[src/design/affine_tile_background_pixel_unit_defines.svh]
// Assertion macros shared by the affine tile background pixel unit.
`ifndef AFFINE_TILE_BACKGROUND_PIXEL_UNIT_DEFINES_SVH
`define AFFINE_TILE_BACKGROUND_PIXEL_UNIT_DEFINES_SVH

`ifndef SYNTHESIS
// Same-cycle implication, sampled on clk and disabled during reset.
`define ATBP_ASSERT_IMP(label, ante, cons) \
    label: assert property (@(posedge clk) disable iff (!rst_n) (ante) |-> (cons)) \
        else $error("atbp assertion failed");
// Next-cycle implication, sampled on clk and disabled during reset.
`define ATBP_ASSERT_NXT(label, ante, cons) \
    label: assert property (@(posedge clk) disable iff (!rst_n) (ante) |=> (cons)) \
        else $error("atbp assertion failed");
`else
`define ATBP_ASSERT_IMP(label, ante, cons)
`define ATBP_ASSERT_NXT(label, ante, cons)
`endif

`endif

[src/design/atbp_pkg.sv]
// Types and constants of the affine tile background pixel unit.
package atbp_pkg;

    localparam int MEM_WORDS = 16384;
    localparam int MEM_AW    = 14;
    localparam int LINE_LAST = 223;
    localparam int CFG_IW    = 3;

    localparam logic OP_WRITE  = 1'b0;
    localparam logic OP_RENDER = 1'b1;

    localparam logic [CFG_IW-1:0] CFG_MATRIX_A = 3'd0;
    localparam logic [CFG_IW-1:0] CFG_MATRIX_B = 3'd1;
    localparam logic [CFG_IW-1:0] CFG_MATRIX_C = 3'd2;
    localparam logic [CFG_IW-1:0] CFG_MATRIX_D = 3'd3;
    localparam logic [CFG_IW-1:0] CFG_CENTER_X = 3'd4;
    localparam logic [CFG_IW-1:0] CFG_CENTER_Y = 3'd5;
    localparam logic [CFG_IW-1:0] CFG_SCROLL_X = 3'd6;
    localparam logic [CFG_IW-1:0] CFG_SCROLL_Y = 3'd7;

    typedef struct packed {
        logic              operation;
        logic [MEM_AW-1:0] mem_address;
        logic [15:0]       mem_data;
        logic [7:0]        line;
        logic [7:0]        column;
        logic              flip_vertical;
        logic              flip_horizontal;
    } in_item_t;

    typedef struct packed {
        logic [7:0] pixel_column;
        logic [7:0] color_index;
    } out_item_t;

    typedef struct packed {
        logic signed [15:0] matrix_a;
        logic signed [15:0] matrix_b;
        logic signed [15:0] matrix_c;
        logic signed [15:0] matrix_d;
        logic signed [15:0] center_x;
        logic signed [15:0] center_y;
        logic signed [15:0] scroll_x;
        logic signed [15:0] scroll_y;
    } cfg_t;

    // Item handed from the transform pipeline to the memory fetch pipeline.
    typedef struct packed {
        logic              operation;
        logic [MEM_AW-1:0] mem_address;
        logic [15:0]       mem_data;
        logic [7:0]        pixel_column;
        logic [9:0]        src_x;
        logic [9:0]        src_y;
    } xf_item_t;

endpackage

[src/design/atbp_xform.sv]
// Three-stage coordinate transform: offsets, matrix products, wrapped source position.
module atbp_xform (
    input  logic               clk,
    input  logic               rst_n,
    input  atbp_pkg::cfg_t     cfg,
    input  logic               in_valid,
    output logic               in_ready,
    input  atbp_pkg::in_item_t in_data,
    output logic               out_valid,
    input  logic               out_ready,
    output atbp_pkg::xf_item_t out_data
);

    import atbp_pkg::*;

    logic en1, en2, en3;

    logic s1_valid_reg, s1_valid_next;
    logic s2_valid_reg, s2_valid_next;
    logic s3_valid_reg, s3_valid_next;

    logic              s1_op_reg, s2_op_reg, s3_op_reg;
    logic [MEM_AW-1:0] s1_addr_reg, s2_addr_reg, s3_addr_reg;
    logic [15:0]       s1_data_reg, s2_data_reg, s3_data_reg;
    logic [7:0]        s1_col_reg, s2_col_reg, s3_col_reg;

    logic [11:0] s1_xoff_reg, s1_xoff_next;
    logic [11:0] s1_row_reg, s1_row_next;
    logic [7:0]  s1_col_next;

    logic [17:0] s2_pa_reg, s2_pa_next;
    logic [17:0] s2_pb_reg, s2_pb_next;
    logic [17:0] s2_pc_reg, s2_pc_next;
    logic [17:0] s2_pd_reg, s2_pd_next;

    logic [9:0] s3_px_reg, s3_px_next;
    logic [9:0] s3_py_reg, s3_py_next;

    logic [13:0] diff_x, diff_y;
    logic [11:0] hoff, voff, row_base;
    logic [17:0] sum_x, sum_y;

    // A stage moves when the stage after it is empty or moving too.
    assign en3      = !s3_valid_reg || out_ready;
    assign en2      = !s2_valid_reg || en3;
    assign en1      = !s1_valid_reg || en2;
    assign in_ready = en1;

    // Offsets keep ten bits and take bit 13 as the sign.
    always_comb
    begin
        diff_x   = cfg.scroll_x[13:0] - cfg.center_x[13:0];
        diff_y   = cfg.scroll_y[13:0] - cfg.center_y[13:0];
        hoff     = {diff_x[13], diff_x[13], diff_x[9:0]};
        voff     = {diff_y[13], diff_y[13], diff_y[9:0]};
        row_base = in_data.flip_vertical ? (12'(LINE_LAST) - {4'b0000, in_data.line})
                                         : {4'b0000, in_data.line};
        s1_row_next  = row_base + voff;
        s1_xoff_next = hoff + {4'b0000, in_data.column};
        s1_col_next  = in_data.flip_horizontal ? ~in_data.column : in_data.column;
    end

    // Only the low 18 bits of each product reach the wrapped coordinate.
    always_comb
    begin
        s2_pa_next = {{2{cfg.matrix_a[15]}}, cfg.matrix_a} * {{6{s1_xoff_reg[11]}}, s1_xoff_reg};
        s2_pb_next = {{2{cfg.matrix_b[15]}}, cfg.matrix_b} * {{6{s1_row_reg[11]}}, s1_row_reg};
        s2_pc_next = {{2{cfg.matrix_c[15]}}, cfg.matrix_c} * {{6{s1_xoff_reg[11]}}, s1_xoff_reg};
        s2_pd_next = {{2{cfg.matrix_d[15]}}, cfg.matrix_d} * {{6{s1_row_reg[11]}}, s1_row_reg};
    end

    always_comb
    begin
        sum_x      = s2_pa_reg + s2_pb_reg + {cfg.center_x[9:0], 8'h00};
        sum_y      = s2_pc_reg + s2_pd_reg + {cfg.center_y[9:0], 8'h00};
        s3_px_next = sum_x[17:8];
        s3_py_next = sum_y[17:8];
    end

    always_comb
    begin
        s1_valid_next = en1 ? in_valid : s1_valid_reg;
        s2_valid_next = en2 ? s1_valid_reg : s2_valid_reg;
        s3_valid_next = en3 ? s2_valid_reg : s3_valid_reg;
    end

    always_ff @(posedge clk or negedge rst_n)
    begin
        if (!rst_n)
        begin
            s1_valid_reg <= 1'b0;
            s2_valid_reg <= 1'b0;
            s3_valid_reg <= 1'b0;
        end
        else
        begin
            s1_valid_reg <= s1_valid_next;
            s2_valid_reg <= s2_valid_next;
            s3_valid_reg <= s3_valid_next;
        end
    end

    always_ff @(posedge clk)
    begin
        if (en1 && in_valid)
        begin
            s1_op_reg   <= in_data.operation;
            s1_addr_reg <= in_data.mem_address;
            s1_data_reg <= in_data.mem_data;
            s1_col_reg  <= s1_col_next;
            s1_xoff_reg <= s1_xoff_next;
            s1_row_reg  <= s1_row_next;
        end
        if (en2 && s1_valid_reg)
        begin
            s2_op_reg   <= s1_op_reg;
            s2_addr_reg <= s1_addr_reg;
            s2_data_reg <= s1_data_reg;
            s2_col_reg  <= s1_col_reg;
            s2_pa_reg   <= s2_pa_next;
            s2_pb_reg   <= s2_pb_next;
            s2_pc_reg   <= s2_pc_next;
            s2_pd_reg   <= s2_pd_next;
        end
        if (en3 && s2_valid_reg)
        begin
            s3_op_reg   <= s2_op_reg;
            s3_addr_reg <= s2_addr_reg;
            s3_data_reg <= s2_data_reg;
            s3_col_reg  <= s2_col_reg;
            s3_px_reg   <= s3_px_next;
            s3_py_reg   <= s3_py_next;
        end
    end

    assign out_valid             = s3_valid_reg;
    assign out_data.operation    = s3_op_reg;
    assign out_data.mem_address  = s3_addr_reg;
    assign out_data.mem_data     = s3_data_reg;
    assign out_data.pixel_column = s3_col_reg;
    assign out_data.src_x        = s3_px_reg;
    assign out_data.src_y        = s3_py_reg;

endmodule

[config.mk]
export PLATFORM = sky130hd
export DESIGN_NAME = atbp_xform
export DESIGN_NICKNAME = d
export VERILOG_FILES = /design/src/design/affine_tile_background_pixel_unit_defines.svh /design/src/design/atbp_pkg.sv /design/src/design/atbp_xform.sv
export SDC_FILE = /design/constraint.sdc
export NUM_CORES = 2
export LEC_CHECK = 0
export BUFFER_PORTS_ARGS = -buffer_cell sky130_fd_sc_hd__buf_4
export CORE_ASPECT_RATIO = 0.75
export CORE_MARGIN = 3
export CORE_UTILIZATION = 60
export CTS_CLUSTER_SIZE = 10
export DETAILED_ROUTE_END_ITERATION = 7
export GPL_TIMING_DRIVEN = 0
export PLACE_DENSITY = 0.8
export SETUP_SLACK_MARGIN = 0.1
export SLEW_MARGIN = 5
export SYNTH_ARGS = -nofsm -noshare
export SYNTH_HDL_FRONTEND = slang
export SYNTH_SLANG_ARGS = --single-unit
[constraint.sdc]
create_clock -name clk -period 7.35 [get_ports clk]
set_clock_uncertainty 0.1 [all_clocks]
set_input_delay 0.3675 -clock clk [delete_from_list [all_inputs] [get_ports clk]]
set_output_delay 0.3675 -clock clk [all_outputs]
set_load 0.01 [all_outputs]
==> out/results.ini <==
[synthesis]
avgSynthCellArea_sq_um = 10.2
synth_cell_type_count = 52
synth_top_area_share_pct = 30.2
synthFlopType = edfxtp_1
synth_top_area_cell = fa_1
synth-warning-count = 0
synth_compound_gate_area_share_pct = 4.25
synthXorXnorAreaFrac_pct = 6.03
yosys-top-cells-area = fa_1, edfxtp_1, ha_1
synthArstFlopShare_pct = 1.27
synthSimpleGateAreaFrac_pct = 12.9
yosysSeqAreaShare_pct = 25.2
synth_top_family_by_area = adder cells
synth_nets = 3627
synthMuxAreaShare_pct = 0
synth-seq-cells = 236
synth_cells = 2750
yosys.area_share.adder_pct = 42.4
synth_edf_count = 233
netlist_area_sq_mm = 0.0280

[clock_tree]
cts_tree = done
clk_latency_ps = 570
post_cts_buffers = 0
clock_sinks = 236
ctsResizeCount = 0
cts_hold_buf = 37
cts_root_buf = clkbuf_16
htreeDepth = 1
cts_made_buffers = 29
path_clk_slew_ps = 60
cts_buffer_depth = 3

[finish]
layout.nets = 3921
n_antenna_cell = 0
area_growth_pct = 13.4
drive_gt1_share_pct = 9.08
post-route-util_pct = 70.1

[floorplanning]
die-area_sq_mm = 0.0494
coreArea_sq_mm = 0.0454
initial_core_util_pct = 61.8
num_rows = 67
fp.dieW_microns = 256
dieHeight_microns = 193
io_pins = 242

[timing]
finalSetupViolations = 0
clock.fmax_mhz = 161
period_minus_slack_ps = 6220
drv_slew = 0
tightest_slew_ps = 843
final-hold-violation-count = 0
timing.hold.ws_ps = 27.7
fin_crit_sh_pct = 84.6
relSlewSlack_pct = 43.8
tns_ps = 0
rsz0062_at_grt = no

[outcome]
status = completed

[worst_setup_path]
crit_fanout = 10
crit_type = reg2reg
worst_setup_path_start_kind = flop
cp.required_ps = 7550
crit_arrival_ps = 6420
worstSetupEndpointType = flop

[global_route]
grt_max_degree = 70
grt_antenna_before_repair = 1
grt_pass1_wl_mm = 107
grt_usage_pct = 27.3
gr-total-overflow = 0
grt_pass1_vias = 21200

[place]
dp_hpwl_mm = 53.1
port_buffers = 224
gp_congestion = 0.946

[drt]
finalWirelength_mm = 65.3
via_per_inst = 5.35
drtPass1Iterations = 5
wire_per_inst_microns = 17.7
drc = 0
vias = 19700
ant_nets = 0
drtIter0Drc = 1173

[flow_run]
maxCapViolations = 0

[hold_path]
hold_class = in2reg

## worst max-delay path, cell delays in order (launching register included)
cell and delay [ps]:
edfxtp_1 490, clkbuf_1 580, clkbuf_1 500, nand2_1 160
fa_1 530, fa_1 510, inv_1 60, fa_1 500
fa_1 500, inv_1 50, fa_1 470, inv_1 40
ha_1 330, a21o_1 190, a31o_2 210, a41o_1 250
o41ai_1 370, xnor2_1 110
## through the flow
step / std cells / instance area (sq um) / setup WS (ps)
2_1_floorplan: 2750 / 28000 / 2140
3_3_place_gp: 3595 / 30500 / 1200
3_5_place_dp: 3597 / 30500 / 1140
4_1_cts: 3683 / 31800 / 1120
5_1_grt: 3683 / 31800 / 800
6_report: 3683 / 31800 / 1130
## final timing paths
| check | from | endpoint | slack, ps | cells after the start |
|---|---|---|---|---|
| hold / removal | in_data[4] | s1_col_reg[2] | 30 | 2 |
| min in group asynchronous | rst_n | s1_valid_reg | 40 | 2 |
| setup reg to reg | s1_xoff_reg[3] | s2_pc_reg[17] | 1130 | 17 |
| setup / recovery | s1_xoff_reg[3] | s2_pc_reg[17] | 1130 | 17 |
| hold reg to reg | s2_col_reg[7] | s3_col_reg[7] | 320 | 0 |
| max in group asynchronous | rst_n | out_valid | 7020 | 2 |
## logic make-up after synthesis
family          after synthesis
compound gates              177
buf+inv                     685
xor+xnor                    193
fa+ha+maj                   696
flops                       236
simple gates                763
## Yosys cell counts, types with 10 or more instances
master,number
xor2_1,45
and2_1,217
nor2b_1,21
o21ai_0,28
nand3_1,16
o21bai_1,10
nand2_1,384
xnor2_1,148
clkbuf_1,93
o21a_1,16
ha_1,274
a21oi_1,57
nand2b_1,23
edfxtp_1,233
inv_1,589
nor2_1,65
fa_1,422
nor3_1,19
a21o_1,17
## layout by cell type (no fill, tap or decap), drive strengths merged, types with 57 or more instances in the layout
cell      n
a21oi    57
and2    217
buf     227
clkbuf  136
edfxtp  233
fa      422
ha      274
inv     591
nand2   384
nor2     65
xnor2   148
## area by class of cell
cell class | count | area [sq um]
multi-input cells | 1829 | 18400
plain buffers | 94 | 357
clock buffers | 43 | 788
clock inverters | 6 | 76.3
flip-flops and latches | 236 | 7070
fillers | 3321 | 13600
inverters | 591 | 2220
repair buffers | 263 | 2110
well taps | 621 | 777
## routing by layer
layer	track usage, %	share of wire (%)
met5	0	0
met4	7.69	2.8
met3	5.35	9.0
met2	45.0	46
met1	37.6	42
Power is not shown: default switching activity piles up to over one toggle a cycle in this logic, so the estimate is an artifact.
